**config.mk**
```make
export PLATFORM = sky130hd
export DESIGN_NAME = udp_port_payload_extractor_unit
export DESIGN_NICKNAME = d
export VERILOG_FILES = /design/src/hdl/udppx_pkg.sv /design/src/hdl/udp_port_payload_extractor_unit.sv
export SDC_FILE = /design/constraint.sdc
export NUM_CORES = 1
export LEC_CHECK = 0
export BUFFER_PORTS_ARGS = -buffer_cell sky130_fd_sc_hd__buf_2
export CORE_ASPECT_RATIO = 2
export CORE_MARGIN = 1.5
export CORE_UTILIZATION = 60
export DETAILED_ROUTE_END_ITERATION = 12
export GPL_TIMING_DRIVEN = 0
export PLACE_DENSITY_LB_ADDON = 0.2
export SYNTH_ARGS = -nofsm -noshare
export SYNTH_HDL_FRONTEND = slang
export SYNTH_SLANG_ARGS = --single-unit
```
**constraint.sdc**
```tcl
create_clock -name aclk -period 5.9 [get_ports aclk]
set_input_delay 0 -clock aclk [delete_from_list [all_inputs] [get_ports aclk]]
set_output_delay 0 -clock aclk [all_outputs]
set_load 0.02 [all_outputs]
```
**src/hdl/udppx_pkg.sv**
```systemverilog
// ----------------------------------------------------------------------------
// UDP port payload extractor - package
// Widths, protocol constants, register indexes and parameter defaults.
// ----------------------------------------------------------------------------
`default_nettype none

package udppx_pkg;

    // parameter defaults
    localparam int MSG_CHARS_DEF = 32;
    localparam int MAX_FRAME_DEF = 2048;

    // stream and register port widths
    localparam int BYTE_W     = 8;
    localparam int IDX_OUT_W  = 6;
    localparam int S_TDATA_W  = 8;
    localparam int M_TDATA_W  = 16;
    localparam int APB_ADDR_W = 3;
    localparam int APB_DATA_W = 32;
    localparam int POS_W      = 16;
    localparam int IHL_BYTES_W = 6;

    // register index, taken from paddr[2]
    localparam logic REG_MATCH_PORT = 1'b0;
    localparam logic REG_CAPTURE_EN = 1'b1;

    // frame layout and protocol values
    localparam logic [POS_W-1:0] ETH_HDR_BYTES  = 16'd14;
    localparam logic [POS_W-1:0] POS_ETYPE_LO   = 16'd13;
    localparam logic [POS_W-1:0] POS_IP_PROTO   = 16'd23;
    localparam logic [POS_W-1:0] UDP_PORT_OFS   = 16'd3;
    localparam logic [POS_W-1:0] UDP_LEN_OFS    = 16'd5;
    localparam logic [POS_W-1:0] UDP_HDR_BYTES  = 16'd8;
    localparam logic [POS_W-1:0] POS_SATURATED  = 16'hFFFF;
    localparam logic [15:0]      ETHERTYPE_IPV4 = 16'h0800;
    localparam logic [7:0]       IP_PROTO_UDP   = 8'd17;
    localparam logic [7:0]       PAD_CHAR       = 8'h20;

endpackage

`default_nettype wire

```
**src/hdl/udp_port_payload_extractor_unit.sv**
```systemverilog
// ----------------------------------------------------------------------------
// UDP port payload extractor
// Parses Ethernet/IPv4/UDP frames byte by byte and emits the payload of
// frames sent to a chosen UDP port as a fixed-length, space-padded message.
// ----------------------------------------------------------------------------
//
//  Channel  | Direction | Content
//  ---------+-----------+---------------------------------------------------
//  s_       | in        | one frame byte per transfer, tlast on final byte
//  m_       | out       | one message character per transfer, tlast on final
//  apb      | in/out    | match_port at 0x0, capture_enable at 0x4
//
//  One frame byte is taken per cycle while s_tready is high. A matching
//  frame yields MSG_CHARS characters, one per cycle while m_tready is high;
//  the first passes the bank swap and the memory read register to the output register.
//  Payload is written into one half of a two-bank message memory while the
//  other half is read out, so the final byte of a frame waits (s_tready low)
//  only while the previous message is still being read from the memory.
//  Reset is synchronous, active low; m_tready low holds the output register.
//
`default_nettype none

module udp_port_payload_extractor_unit #(
    parameter int MSG_CHARS = udppx_pkg::MSG_CHARS_DEF,
    parameter int MAX_FRAME = udppx_pkg::MAX_FRAME_DEF
) (
    input  wire logic                                aclk,
    input  wire logic                                aresetn,
    // input stream
    input  wire logic                                s_tvalid,
    output logic                                     s_tready,
    input  wire logic [udppx_pkg::S_TDATA_W-1:0]     s_tdata,   // [7:0] frame_byte
    input  wire logic                                s_tlast,
    // result stream
    output logic                                     m_tvalid,
    input  wire logic                                m_tready,
    output logic [udppx_pkg::M_TDATA_W-1:0]          m_tdata,   // [7:0] text_char,
                                                                // [13:8] char_index,
                                                                // [15:14] zero
    output logic                                     m_tlast,
    // configuration
    input  wire logic                                psel,
    input  wire logic                                penable,
    input  wire logic                                pwrite,
    input  wire logic [udppx_pkg::APB_ADDR_W-1:0]    paddr,
    input  wire logic [udppx_pkg::APB_DATA_W-1:0]    pwdata,
    output logic [udppx_pkg::APB_DATA_W-1:0]         prdata,
    output logic                                     pready
);

    localparam int IDX_W     = (MSG_CHARS > 1) ? $clog2(MSG_CHARS) : 1;
    localparam int CNT_W     = $clog2(MSG_CHARS + 1);
    localparam int CMP_W     = IDX_W + 1;
    localparam int MEM_DEPTH = 2 ** (IDX_W + 1);
    localparam logic [IDX_W-1:0] LAST_IDX = IDX_W'(MSG_CHARS - 1);
    localparam logic [udppx_pkg::POS_W-1:0] MAX_POS   = udppx_pkg::POS_W'(MAX_FRAME);
    localparam logic [udppx_pkg::POS_W-1:0] MSG_LIMIT = udppx_pkg::POS_W'(MSG_CHARS);

    // ------------------------------------------------------------------
    // configuration registers
    // ------------------------------------------------------------------
    logic [15:0] match_port_reg;
    logic        capture_en_reg;
    logic        cfg_wr;

    assign pready = 1'b1;
    assign cfg_wr = psel & penable & pwrite & pready;

    always_ff @(posedge aclk) begin
        if (!aresetn) begin
            match_port_reg <= '0;
            capture_en_reg <= 1'b0;
        end else if (cfg_wr) begin
            case (paddr[2])
                udppx_pkg::REG_MATCH_PORT: match_port_reg <= pwdata[15:0];
                udppx_pkg::REG_CAPTURE_EN: capture_en_reg <= pwdata[0];
                default: ;
            endcase
        end
    end

    always_comb begin
        prdata = '0;
        case (paddr[2])
            udppx_pkg::REG_MATCH_PORT: prdata[15:0] = match_port_reg;
            udppx_pkg::REG_CAPTURE_EN: prdata[0]    = capture_en_reg;
            default: ;
        endcase
    end

    // ------------------------------------------------------------------
    // frame parser state
    // ------------------------------------------------------------------
    logic [udppx_pkg::POS_W-1:0]       pos_reg;
    logic [7:0]                        held_byte_reg;
    logic                              ipv4_reg;
    logic                              udp_reg;
    logic [udppx_pkg::IHL_BYTES_W-1:0] ihl_reg;
    logic [15:0]                       udp_len_reg;
    logic                              port_hit_reg;
    logic                              rejected_reg;
    logic [CNT_W-1:0]                  cap_cnt_reg;

    logic [udppx_pkg::POS_W-1:0]       pos_next;
    logic                              ipv4_next;
    logic                              udp_next;
    logic [udppx_pkg::IHL_BYTES_W-1:0] ihl_next;
    logic [15:0]                       udp_len_next;
    logic                              port_hit_next;
    logic                              rejected_next;
    logic [CNT_W-1:0]                  cap_cnt_next;

    logic [15:0]                 word;
    logic [udppx_pkg::POS_W-1:0] udp_base;
    logic [udppx_pkg::POS_W-1:0] pay_base;
    logic [udppx_pkg::POS_W-1:0] pay_off;
    logic [udppx_pkg::POS_W-1:0] pay_len;
    logic                        past_eth;
    logic                        in_payload;
    logic                        frame_match;
    logic [CNT_W-1:0]            valid_cnt;
    logic                        in_xfer;
    logic                        launch;

    // emitter state
    logic             emit_busy_reg;
    logic [IDX_W-1:0] idx_reg;
    logic             wr_bank_reg;
    logic             rd_bank_reg;
    logic [CNT_W-1:0] valid_cnt_reg;

    // stall only the closing byte, and only while the read bank is still busy
    assign s_tready = ~(emit_busy_reg & s_tvalid & s_tlast);
    assign in_xfer  = s_tvalid & s_tready;

    always_comb begin
        word       = {held_byte_reg, s_tdata};
        udp_base   = udppx_pkg::ETH_HDR_BYTES + udppx_pkg::POS_W'(ihl_reg);
        pay_base   = udp_base + udppx_pkg::UDP_HDR_BYTES;
        pay_off    = pos_reg - pay_base;
        past_eth   = pos_reg > udppx_pkg::ETH_HDR_BYTES;
        in_payload = past_eth && (pos_reg >= pay_base) && (pay_off < MSG_LIMIT);

        rejected_next = rejected_reg
                      | ((pos_reg == '0) & ~capture_en_reg)
                      | (pos_reg >= MAX_POS);
        ipv4_next = (pos_reg == udppx_pkg::POS_ETYPE_LO)
                  ? (word == udppx_pkg::ETHERTYPE_IPV4) : ipv4_reg;
        ihl_next  = (pos_reg == udppx_pkg::ETH_HDR_BYTES)
                  ? {s_tdata[3:0], 2'b00} : ihl_reg;
        udp_next  = (pos_reg == udppx_pkg::POS_IP_PROTO)
                  ? (s_tdata == udppx_pkg::IP_PROTO_UDP) : udp_reg;
        port_hit_next = (past_eth && pos_reg == udp_base + udppx_pkg::UDP_PORT_OFS)
                      ? (word == match_port_reg) : port_hit_reg;
        udp_len_next  = (past_eth && pos_reg == udp_base + udppx_pkg::UDP_LEN_OFS)
                      ? word : udp_len_reg;
        cap_cnt_next  = in_payload ? CNT_W'(pay_off + 16'd1) : cap_cnt_reg;
        pos_next      = (pos_reg == udppx_pkg::POS_SATURATED) ? pos_reg : pos_reg + 16'd1;

        frame_match = s_tlast & ~rejected_next & ipv4_next & udp_next & port_hit_next;

        // payload bytes to show: min(udp length - header, bytes captured)
        pay_len   = (udp_len_next >= udppx_pkg::UDP_HDR_BYTES)
                  ? udp_len_next - udppx_pkg::UDP_HDR_BYTES : '0;
        valid_cnt = (pay_len > udppx_pkg::POS_W'(cap_cnt_next))
                  ? cap_cnt_next : CNT_W'(pay_len);
    end

    assign launch = in_xfer & frame_match;

    always_ff @(posedge aclk) begin
        if (!aresetn) begin
            pos_reg       <= '0;
            held_byte_reg <= '0;
            ipv4_reg      <= 1'b0;
            udp_reg       <= 1'b0;
            ihl_reg       <= '0;
            udp_len_reg   <= '0;
            port_hit_reg  <= 1'b0;
            rejected_reg  <= 1'b0;
            cap_cnt_reg   <= '0;
        end else if (in_xfer) begin
            if (s_tlast) begin
                // end of frame: start the next one from scratch
                pos_reg       <= '0;
                held_byte_reg <= '0;
                ipv4_reg      <= 1'b0;
                udp_reg       <= 1'b0;
                ihl_reg       <= '0;
                udp_len_reg   <= '0;
                port_hit_reg  <= 1'b0;
                rejected_reg  <= 1'b0;
                cap_cnt_reg   <= '0;
            end else begin
                pos_reg       <= pos_next;
                held_byte_reg <= s_tdata;
                ipv4_reg      <= ipv4_next;
                udp_reg       <= udp_next;
                ihl_reg       <= ihl_next;
                udp_len_reg   <= udp_len_next;
                port_hit_reg  <= port_hit_next;
                rejected_reg  <= rejected_next;
                cap_cnt_reg   <= cap_cnt_next;
            end
        end
    end

    // ------------------------------------------------------------------
    // two-bank message memory
    // ------------------------------------------------------------------
    logic [7:0] msg_mem [MEM_DEPTH];
    logic [7:0] rd_data_reg;
    logic       issue;
    logic       load_now;

    logic             pend_reg;
    logic [IDX_W-1:0] pend_idx_reg;
    logic             pend_pad_reg;
    logic             pend_last_reg;

    logic                            m_valid_reg;
    logic [7:0]                      m_char_reg;
    logic [udppx_pkg::IDX_OUT_W-1:0] m_idx_reg;
    logic                            m_last_reg;

    always_ff @(posedge aclk) begin
        if (in_xfer && in_payload) begin
            msg_mem[{wr_bank_reg, pay_off[IDX_W-1:0]}] <= s_tdata;
        end
    end

    always_ff @(posedge aclk) begin
        if (issue) begin
            rd_data_reg <= msg_mem[{rd_bank_reg, idx_reg}];
        end
    end

    // ------------------------------------------------------------------
    // message read-out
    // ------------------------------------------------------------------
    assign load_now = pend_reg & (~m_valid_reg | m_tready);
    assign issue    = emit_busy_reg & (~pend_reg | load_now);

    always_ff @(posedge aclk) begin
        if (!aresetn) begin
            emit_busy_reg <= 1'b0;
            idx_reg       <= '0;
            wr_bank_reg   <= 1'b0;
            rd_bank_reg   <= 1'b0;
            valid_cnt_reg <= '0;
        end else if (launch) begin
            // swap banks: the finished message becomes the read bank
            emit_busy_reg <= 1'b1;
            idx_reg       <= '0;
            rd_bank_reg   <= wr_bank_reg;
            wr_bank_reg   <= ~wr_bank_reg;
            valid_cnt_reg <= valid_cnt;
        end else if (issue) begin
            idx_reg <= idx_reg + 1'b1;
            if (idx_reg == LAST_IDX) begin
                emit_busy_reg <= 1'b0;
            end
        end
    end

    always_ff @(posedge aclk) begin
        if (!aresetn) begin
            pend_reg <= 1'b0;
        end else if (issue) begin
            pend_reg <= 1'b1;
        end else if (load_now) begin
            pend_reg <= 1'b0;
        end
    end

    always_ff @(posedge aclk) begin
        if (issue) begin
            pend_idx_reg  <= idx_reg;
            pend_pad_reg  <= CMP_W'(idx_reg) >= CMP_W'(valid_cnt_reg);
            pend_last_reg <= idx_reg == LAST_IDX;
        end
    end

    always_ff @(posedge aclk) begin
        if (!aresetn) begin
            m_valid_reg <= 1'b0;
        end else if (load_now) begin
            m_valid_reg <= 1'b1;
        end else if (m_tready) begin
            m_valid_reg <= 1'b0;
        end
    end

    always_ff @(posedge aclk) begin
        if (load_now) begin
            m_char_reg <= pend_pad_reg ? udppx_pkg::PAD_CHAR : rd_data_reg;
            m_idx_reg  <= udppx_pkg::IDX_OUT_W'(pend_idx_reg);
            m_last_reg <= pend_last_reg;
        end
    end

    assign m_tvalid = m_valid_reg;
    assign m_tdata  = {2'b00, m_idx_reg, m_char_reg};
    assign m_tlast  = m_last_reg;

endmodule

`default_nettype wire

```
==> results of run 1 <==
==> kinds of logic after synthesis <==
| logic type | count (synthesis) | share of synthesized area |
|---|---|---|
| simple gates | 395 | 0.0757 |
| fa+ha+maj | 31 | 0.0150 |
| compound gates | 131 | 0.0357 |
| other cells | 2 | 0.000285 |
| flops | 628 | 0.684 |
| mux | 188 | 0.152 |
| xor+xnor | 47 | 0.0162 |
| buf+inv | 124 | 0.0212 |
==> synth_stat cells (all sizes together), types with 4 or more instances <==
library cell / instances
nand2b: 7
a22oi: 29
buf: 51
inv: 26
or2: 7
or3: 5
o221ai: 7
a31oi: 7
nor3: 17
nor2b: 67
xnor2: 30
edfxtp: 541
nor2: 121
o21ai: 13
nand4: 14
nand2: 78
a21oi: 23
mux2i: 15
nor4: 11
a21o: 4
and3: 8
clkbuf: 46
and2: 14
xor2: 16
ha: 30
dfxtp: 87
mux2: 4
mux4: 169
a21boi: 22
nand3: 34
==> per-layer routing <==
metal	up-vias	global-route usage	part of all wire
met5	-	0	0.00021
met4	2	0.158	0.061
met3	186	0.0347	0.050
met2	616	0.547	0.57
met1	7345	0.309	0.32
li1	6345	-	-
==> power breakdown <==
| part | internal (mW) | switching [mW] | leakage (nW) |
|---|---|---|---|
| clock | 1.86 | 1.51 | 0.786 |
| combinational | 0.0524 | 0.135 | 2.88 |
| sequential | 4.82 | 0.00703 | 5.61 |
==> cell type report <==
type	count	area [um^2]	share of cell area
Clock buffer	66	1380	0.0467
Timing Repair Buffer	89	588	0.0200
Clock inverter	26	256	0.00872
Sequential cell	628	18000	0.612
Buffer	97	467	0.0159
Inverter	27	105	0.00357
Multi-Input combinational cell	812	7950	0.270
Tap cell	550	688	0.0234
==> worst paths after layout <==
check	to	cells past startpoint	slack [ps]
min reg2reg	m_tlast$_DFFE_PP_	0	430
max	msg_mem[34][4]$_DFFE_PP_	19	230
max reg2reg	msg_mem[34][4]$_DFFE_PP_	19	230
min	msg_mem[51][4]$_DFFE_PP_	1	30
==> worst max-delay path, delay by kind of cell (launching register included) <==
kind                       cells  cell delay (ps)
DFF                            1              360
AOI/OAI and AO/OA              3              810
buffers and inverters          5              650
adders and majority gates      3              860
and+or+nand+nor                6             2310
xor gates and xnor gates       2              320
==> through the flow <==
stage / setup TNS, ps / cells / util
finish: 0 / 2295 / 0.678
detailed placement: -404 / 2176 / 0.631
global placement: 0 / 2176 / 0.631
CTS: -770 / 2295 / 0.675
global route: -65.7 / 2295 / 0.678
floorplan: 0 / 1564 / -
==> what timing repair did <==
action / 4_1_cts / 5_1_grt
hold buffers: 27 / 0
endpoints found under the hold margin: 24 / 0
pin swaps: 0 / 1
buffers inserted: 0 / 0
setup endpoints to repair: 72 / 518
gates resized for setup: 4 / 46
==> results.json, run 1 <==
{
  "nFillCells": 2820,
  "final_common_cell": "edfxtp_1",
  "period_minus_slack_ps": 5670,
  "cpMaxStageDelayCell": "nor2_1",
  "drcViolationCount": 0,
  "yosys.area.top_type_share": 0.618,
  "relSlewSlack": 0.0701,
  "synthCells": 1546,
  "cpMostUsedCell": "ha_2",
  "hold_viol": 0,
  "worstHoldStart": "s_tdata[4]",
  "stdcell_area_um2": 29400,
  "finalClockSkew_ps": 18.5,
  "hpwl_um": 43700,
  "fp.dieArea_um2": 45200,
  "timing.hold.ws_ps": 28.7,
  "worst-slew-pin-transition_ps": 1390,
  "clock_sinks": 628,
  "die_h_um": 299,
  "cts_tree": "yes",
  "antenna_found_initial": 1,
  "path_class": "flop to flop",
  "power.total_mw": 8.38,
  "synth_area_per_cell_um2": 17.0,
  "finalSetupViolCount": 0,
  "worstReg2RegStart": "ihl_reg[2]$_SDFFE_PN0P_",
  "start_kind": "flop",
  "crit_path_start": "ihl_reg[2]$_SDFFE_PN0P_",
  "drt_pass1_iterations": 5,
  "routed_via_density": 6.32,
  "synth_seq_cells": 628,
  "max-vdd-ir-drop_mv": 0.276,
  "detail-route-antenna-nets": 0,
  "start_util": 0.606,
  "status": "finished clean",
  "final_cell_mix": "edfxtp_1 (541), mux4_2 (169), nor2_1 (92)",
  "fp-row-count": 108,
  "crit_fanout": 8,
  "grt_pass1_vias": 15100,
  "drv_cap": 0,
  "cts_made_buffers": 51,
  "die_x_um": 151,
  "io_pins": 103,
  "detail_route.wl_per_cell_um": 27.4,
  "synth_ff_type": "edfxtp_1",
  "grt_setup_unrepaired": "true",
  "yosysTopAreaCell": "edfxtp_1",
  "cp-end-kind": "flop",
  "grt_max_degree": 72,
  "crit_chain": "buf_6 -> inv_1 -> ha_1 -> inv_2 -> ha_2 -> xor2_1 -> xnor2_1 -> ha_2 -> and3_1 -> a2111o_1 -> a21o_1 -> o31a_1 -> nor3_2 -> and4_1 -> buf_4 -> and2_1 -> buf_2 -> nand3_1 -> nor2_1",
  "syn_to_final_growth_pct": 11.8,
  "grt_pass1_wl_um": 93700,
  "wirelength_um": 62900,
  "synth_area_leaders": "edfxtp_1 (62%), mux4_2 (14%), dfxtp_1 (6.6%), nor2_1 (1.7%), nor2b_1 (1.6%)",
  "drv_slew": 0,
  "cts_max_level": 2,
  "layout-drive-gt1-share": 0.224,
  "synth.distinct_cells": 72,
  "cts_max_path_buffers": 3,
  "dpl-instance-area_um2": 27400,
  "ys_async_sr_fraction": 0,
  "grt-ovfl-total": 0,
  "path_clk_slew_ps": 70,
  "synth_edf_count": 541,
  "clk_latency_ps": 580,
  "yosysWarnings": 0,
  "synth_area_um2": 26300,
  "worst_slack_ps": 232,
  "seq_area_frac_synth": 0.684,
  "clock.fmax_ghz": 0.176,
  "holdCritPathClass": "input pin to flop",
  "cp.arrival_ps": 5880,
  "largest_reg_flops": 512,
  "drt_iter0_markers": 1320,
  "core_area_um2": 43400,
  "grtUsageTotal": 0.291,
  "required_ps": 6110,
  "power.leakage_nw": 9.27,
  "max_stage_delay_ps": 890,
  "vias": 14500,
  "period_share": 0.961,
  "cts-root-buf": "clkbuf_16",
  "p_per_area_nw_per_um2": 285,
  "dp_worst_setup_slack_ps": -24.5,
  "layout.nets": 1788,
  "port_buffers": 62,
  "routabilityCongestion": 0.924,
  "n_antenna_cell": 0
}
Note: power is estimated with default switching activity, not from simulation.
==> run 2, diff against run 1 <==
--- a/config.mk
+++ b/config.mk
@@ -12,6 +12,7 @@
 export DETAILED_ROUTE_END_ITERATION = 12
 export GPL_TIMING_DRIVEN = 0
 export PLACE_DENSITY_LB_ADDON = 0.2
+export RECOVER_POWER = 25
 export SYNTH_ARGS = -nofsm -noshare
 export SYNTH_HDL_FRONTEND = slang
 export SYNTH_SLANG_ARGS = --single-unit
==> results.json, run 2 (synthesis gave the netlist of run 1 again) <==
{
  "r2r_cells": 19,
  "finalClockSkew_ps": 19.4,
  "final_common_cell": "edfxtp_1",
  "grtUsageTotal": 0.291,
  "detail_route.wl_per_cell_um": 27.4,
  "r2r_slack_ps": 250,
  "period_minus_slack_ps": 5650,
  "hold_viol": 0,
  "crit_fanout": 8,
  "worstHoldStart": "aresetn",
  "hpwl_um": 43700,
  "cp.arrival_ps": 5860,
  "routabilityCongestion": 0.924,
  "start_kind": "flop",
  "worst_slack_ps": 246,
  "placedCellCount": 2176,
  "drv_cap": 7,
  "path_clk_slew_ps": 70,
  "path_class": "flop to flop",
  "drcViolationCount": 0,
  "grt_pass1_wl_um": 93700,
  "cts_made_buffers": 51,
  "port_buffers": 62,
  "stdcell_area_um2": 29400,
  "fp-row-count": 108,
  "layout-drive-gt1-share": 0.220,
  "cts_tree": "yes",
  "cts_max_level": 2,
  "crit_chain": "buf_6 -> inv_1 -> ha_1 -> inv_2 -> ha_2 -> xor2_1 -> xnor2_1 -> ha_2 -> and3_1 -> a2111o_1 -> a21o_1 -> o31a_1 -> nor3_2 -> and4_1 -> buf_4 -> and2_1 -> buf_2 -> nand3_1 -> nor2_1",
  "core_area_um2": 43400,
  "syn_to_final_growth_pct": 11.8,
  "cts-root-buf": "clkbuf_16",
  "required_ps": 6110,
  "fp.dieArea_um2": 45200,
  "layout.nets": 1788,
  "max_stage_delay_ps": 900,
  "cp-end-kind": "flop",
  "r2r-end": "msg_mem[35][3]$_DFFE_PP_",
  "worst-slew-pin-transition_ps": 3540,
  "start_util": 0.606,
  "finalSetupViolCount": 0,
  "status": "finished, violations left",
  "cpMaxStageDelayCell": "nor2_1",
  "vias": 14600,
  "die_x_um": 151,
  "relSlewSlack": -1.36,
  "grt_setup_unrepaired": "true",
  "dpl-instance-area_um2": 27400,
  "dp_worst_setup_slack_ps": -24.5,
  "cpMostUsedCell": "ha_2",
  "violations": "capacitance limit, slew limit",
  "clock.fmax_ghz": 0.177,
  "drt_pass1_iterations": 5,
  "post-route-util": 0.678,
  "p_per_area_nw_per_um2": 285,
  "detail-route-antenna-nets": 0,
  "grt_max_degree": 72,
  "power.leakage_nw": 9.25,
  "antenna_found_initial": 1,
  "die_h_um": 299,
  "io_pins": 103,
  "routed_via_density": 6.34,
  "max-vdd-ir-drop_mv": 0.277,
  "final_cell_mix": "edfxtp_1 (541), mux4_2 (169), nor2_1 (92)",
  "holdCritPathClass": "input pin to flop",
  "crit_family": "simple AND/OR/NAND/NOR gates",
  "grt-ovfl-total": 0,
  "grt_pass1_vias": 15100,
  "period_share": 0.958,
  "drv_slew": 478,
  "layoutNonFillerInstCount": 2296,
  "drt_iter0_markers": 1300,
  "path_buf_inv": 5,
  "wirelength_um": 63000,
  "hold_path_end": "emit_busy_reg$_SDFFE_PN0P_",
  "min_path_cells": 3,
  "cts_max_path_buffers": 3,
  "worstReg2RegStart": "ihl_reg[2]$_SDFFE_PN0P_",
  "clk_latency_ps": 580,
  "post_cts_buffers": 0,
  "largest_reg_flops": 512,
  "nFillCells": 2825,
  "clock_sinks": 628
}
[run 2: layer usage]
| layer | global-route usage | share of wire |
|---|---|---|
| met2 | 0.547 | 0.57 |
| met1 | 0.309 | 0.32 |
| met3 | 0.0347 | 0.053 |
| met4 | 0.158 | 0.063 |
| met5 | 0 | 0.00021 |
[run 2: area by class of cell]
class / count / area (um^2) / area share
Tap cell: 550 / 688 / 0.0234
Sequential cell: 628 / 18000 / 0.612
Multi-Input combinational cell: 812 / 7950 / 0.270
Inverter: 27 / 105 / 0.00357
Antenna cell: 1 / 2.50 / 0.0000851
Clock buffer: 66 / 1380 / 0.0468
Timing Repair Buffer: 89 / 572 / 0.0194
Buffer: 97 / 467 / 0.0159
Clock inverter: 26 / 256 / 0.00872
[run 2: how the worst max path moves through the flow]
stage,start,end,slack [ps],cells after the start
global placement,ihl_reg[2]$_SDFFE_PN0P_,msg_mem[12][7]$_DFFE_PP_,110,19
detailed placement,ihl_reg[2]$_SDFFE_PN0P_,msg_mem[20][3]$_DFFE_PP_,-20,19
floorplan,ihl_reg[2]$_SDFFE_PN0P_,valid_cnt_reg[0]$_SDFFE_PN0P_,850,26
CTS,ihl_reg[2]$_SDFFE_PN0P_,msg_mem[52][6]$_DFFE_PP_,-30,19
global route,ihl_reg[2]$_SDFFE_PN0P_,msg_mem[58][1]$_DFFE_PP_,-10,19
finish,ihl_reg[2]$_SDFFE_PN0P_,msg_mem[35][3]$_DFFE_PP_,250,19
[run 2: metrics by stage]
step | setup TNS (ps) | hold slack (ps) | power (mW)
3_3_place_gp | 0 | 249 | 5.08
3_5_place_dp | -404 | 265 | 5.09
2_1_floorplan | 0 | 98.9 | 4.99
4_1_cts | -770 | 59.2 | 8.41
5_1_grt | -65.7 | 96.3 | 8.58
6_report | 0 | 77.5 | 8.39
[run 2: worst reg2reg max path: stages (launching register included)]
cell	delay (ps)
dfxtp_2	360
buf_6	140
inv_1	50
ha_1	320
inv_2	100
ha_2	210
xor2_1	180
xnor2_1	140
ha_2	330
and3_1	180
a2111o_1	470
a21o_1	230
o31a_1	110
nor3_2	220
and4_1	220
buf_4	200
and2_1	150
buf_2	170
nand3_1	620
nor2_1	910
[run 2: timing repair]
item,CTS,global route
hold buffers,27,0
gates resized for setup,4,46
endpoints found under the setup margin,72,518
pin swaps,0,1
hold endpoints to repair,24,0
[run 2: where the power goes]
group          internal, mW  switching, mW  total (mW)
clock                  1.86           1.51        3.37
combinational        0.0513          0.135       0.187
sequential             4.82        0.00703        4.83
total                  6.74           1.65        8.39
==> run 3, diff against run 2 <==
--- a/config.mk
+++ b/config.mk
@@ -7,7 +7,7 @@
 export LEC_CHECK = 0
 export BUFFER_PORTS_ARGS = -buffer_cell sky130_fd_sc_hd__buf_2
 export CORE_ASPECT_RATIO = 2
-export CORE_MARGIN = 1.5
+export CORE_MARGIN = 2
 export CORE_UTILIZATION = 60
 export DETAILED_ROUTE_END_ITERATION = 12
 export GPL_TIMING_DRIVEN = 0
==> results.json, run 3 (synthesis gave the netlist of run 1 again) <==
{
  "die_x_um": 152,
  "cts_max_path_buffers": 3,
  "syn_to_final_growth_pct": 12.0,
  "drcViolationCount": 0,
  "drv_cap": 6,
  "power.leakage_nw": 9.30,
  "power.total_mw": 8.44,
  "worst-slew-pin-transition_ps": 3610,
  "finalClockSkew_ps": 21.2,
  "path_buf_inv": 3,
  "period_share": 0.961,
  "required_ps": 6110,
  "grt_pass1_wl_um": 94500,
  "clock.fmax_ghz": 0.176,
  "grt-ovfl-total": 0,
  "timing.hold.ws_ps": 53.0,
  "dpl-instance-area_um2": 27400,
  "grt_max_degree": 72,
  "finalSetupViolCount": 0,
  "io_pins": 103,
  "die_h_um": 300,
  "drt_iter0_markers": 1360,
  "drt_pass1_iterations": 6,
  "cpMaxStageDelayCell": "nor2_1",
  "final_cell_mix": "edfxtp_1 (541), mux4_2 (169), nor2_1 (96)",
  "core_area_um2": 43400,
  "hold_viol": 0,
  "wirelength_um": 63200,
  "largest_reg_flops": 512,
  "crit_path_start": "ihl_reg[3]$_SDFFE_PN0P_",
  "routed_via_density": 6.35,
  "seqCellArea_um2": 18000,
  "period_minus_slack_ps": 5670,
  "max-vdd-ir-drop_mv": 0.246,
  "start_kind": "flop",
  "port_buffers": 62,
  "detail_route.wl_per_cell_um": 27.5,
  "relSlewSlack": -1.41,
  "vias": 14600,
  "cp-end-kind": "flop",
  "clk_latency_ps": 590,
  "crit_chain": "inv_1 -> ha_1 -> xnor2_1 -> ha_2 -> xor2_2 -> xnor2_1 -> ha_2 -> and3_1 -> a2111o_1 -> a21o_1 -> o31a_1 -> nor3_2 -> and4_1 -> clkbuf_4 -> and2_1 -> buf_2 -> nand3_1 -> nor2_1",
  "layout-drive-gt1-share": 0.226,
  "holdCritPathClass": "input pin to flop",
  "stdcell_area_um2": 29500,
  "fp.dieArea_um2": 45600,
  "crit_family": "simple AND/OR/NAND/NOR gates",
  "status": "finished, violations left",
  "p_per_area_nw_per_um2": 286,
  "cts_max_level": 2,
  "path_class": "flop to flop",
  "layout.nets": 1790,
  "final_common_cell": "edfxtp_1",
  "grt_pass1_vias": 15200,
  "placedCellCount": 2176,
  "routabilityCongestion": 0.921,
  "start_util": 0.606,
  "drv_slew": 407,
  "crit_fanout": 8,
  "cts_made_buffers": 50,
  "n_antenna_cell": 0,
  "fp-row-count": 108,
  "grtUsageTotal": 0.280,
  "cp.arrival_ps": 5880,
  "dp_worst_setup_slack_ps": 18.9,
  "worst_slack_ps": 232,
  "layoutNonFillerInstCount": 2298,
  "worstHoldStart": "s_tdata[4]",
  "antenna_found_initial": 0,
  "detail-route-antenna-nets": 0,
  "multi_input_area_um2": 7930,
  "hpwl_um": 43500,
  "cts_tree": "yes",
  "nFillCells": 2803,
  "max_stage_delay_ps": 900,
  "cts-root-buf": "clkbuf_16",
  "clock_sinks": 628,
  "violations": "capacitance limit, slew limit",
  "worstReg2RegStart": "ihl_reg[3]$_SDFFE_PN0P_",
  "path_clk_slew_ps": 70
}
## run 3: per-stage QoR
step | util | setup TNS (ps)
floorplan | - | 0
global placement | 0.631 | 0
detailed placement | 0.631 | 0
CTS | 0.676 | -3.94
global route | 0.679 | -231
finish | 0.679 | 0
## run 3: power breakdown
group	switching (mW)	leakage, nW	internal (mW)	total, mW
clock	1.55	0.821	1.87	3.43
sequential	0.00742	5.61	4.82	4.83
combinational	0.134	2.87	0.0529	0.187
total	1.70	9.30	6.74	8.44
## run 3: worst register-to-register path: stages (launching register included)
cell,delay (ps)
dfxtp_1,460
inv_1,100
ha_1,240
xnor2_1,170
ha_2,230
xor2_2,150
xnor2_1,140
ha_2,330
and3_1,180
a2111o_1,470
a21o_1,230
o31a_1,120
nor3_2,210
and4_1,200
clkbuf_4,230
and2_1,150
buf_2,170
nand3_1,640
nor2_1,900
## run 3: what timing repair did
action                                  4_1_cts  5_1_grt
cloned                                        0        0
hold endpoints to repair                     23       16
buffers inserted                              0        1
hold buffers                                 27        1
pin swaps                                     0        2
endpoints found under the setup margin        2      518
gates resized for setup                       0       42
## run 3: area by class of cell
type	count	share of cell area
clock buffers	55	0.0441
multi-input cells	812	0.269
inverters	27	0.00357
clock inverters	37	0.0127
repair buffers	92	0.0208
flip-flops and latches	628	0.610
plain buffers	97	0.0158
well taps	550	0.0234
## run 3: path summary, 6_finish.rpt
path | to | slack [ps] | depth (start not counted)
hold reg to reg | m_idx_reg[4]$_DFFE_PP_ | 430 | 0
setup reg to reg | msg_mem[19][4]$_DFFE_PP_ | 230 | 18
setup / recovery | msg_mem[19][4]$_DFFE_PP_ | 230 | 18
hold / removal | msg_mem[51][4]$_DFFE_PP_ | 50 | 1
## run 3: layer usage
metal  global-route usage  wire, um  vias to the layer above
met2                0.538     35700                      619
met5                    0         0                        -
met4                0.158      4080                        0
met1                0.296     20300                     7425
met3               0.0306      3140                      189
li1                     -         -                     6354
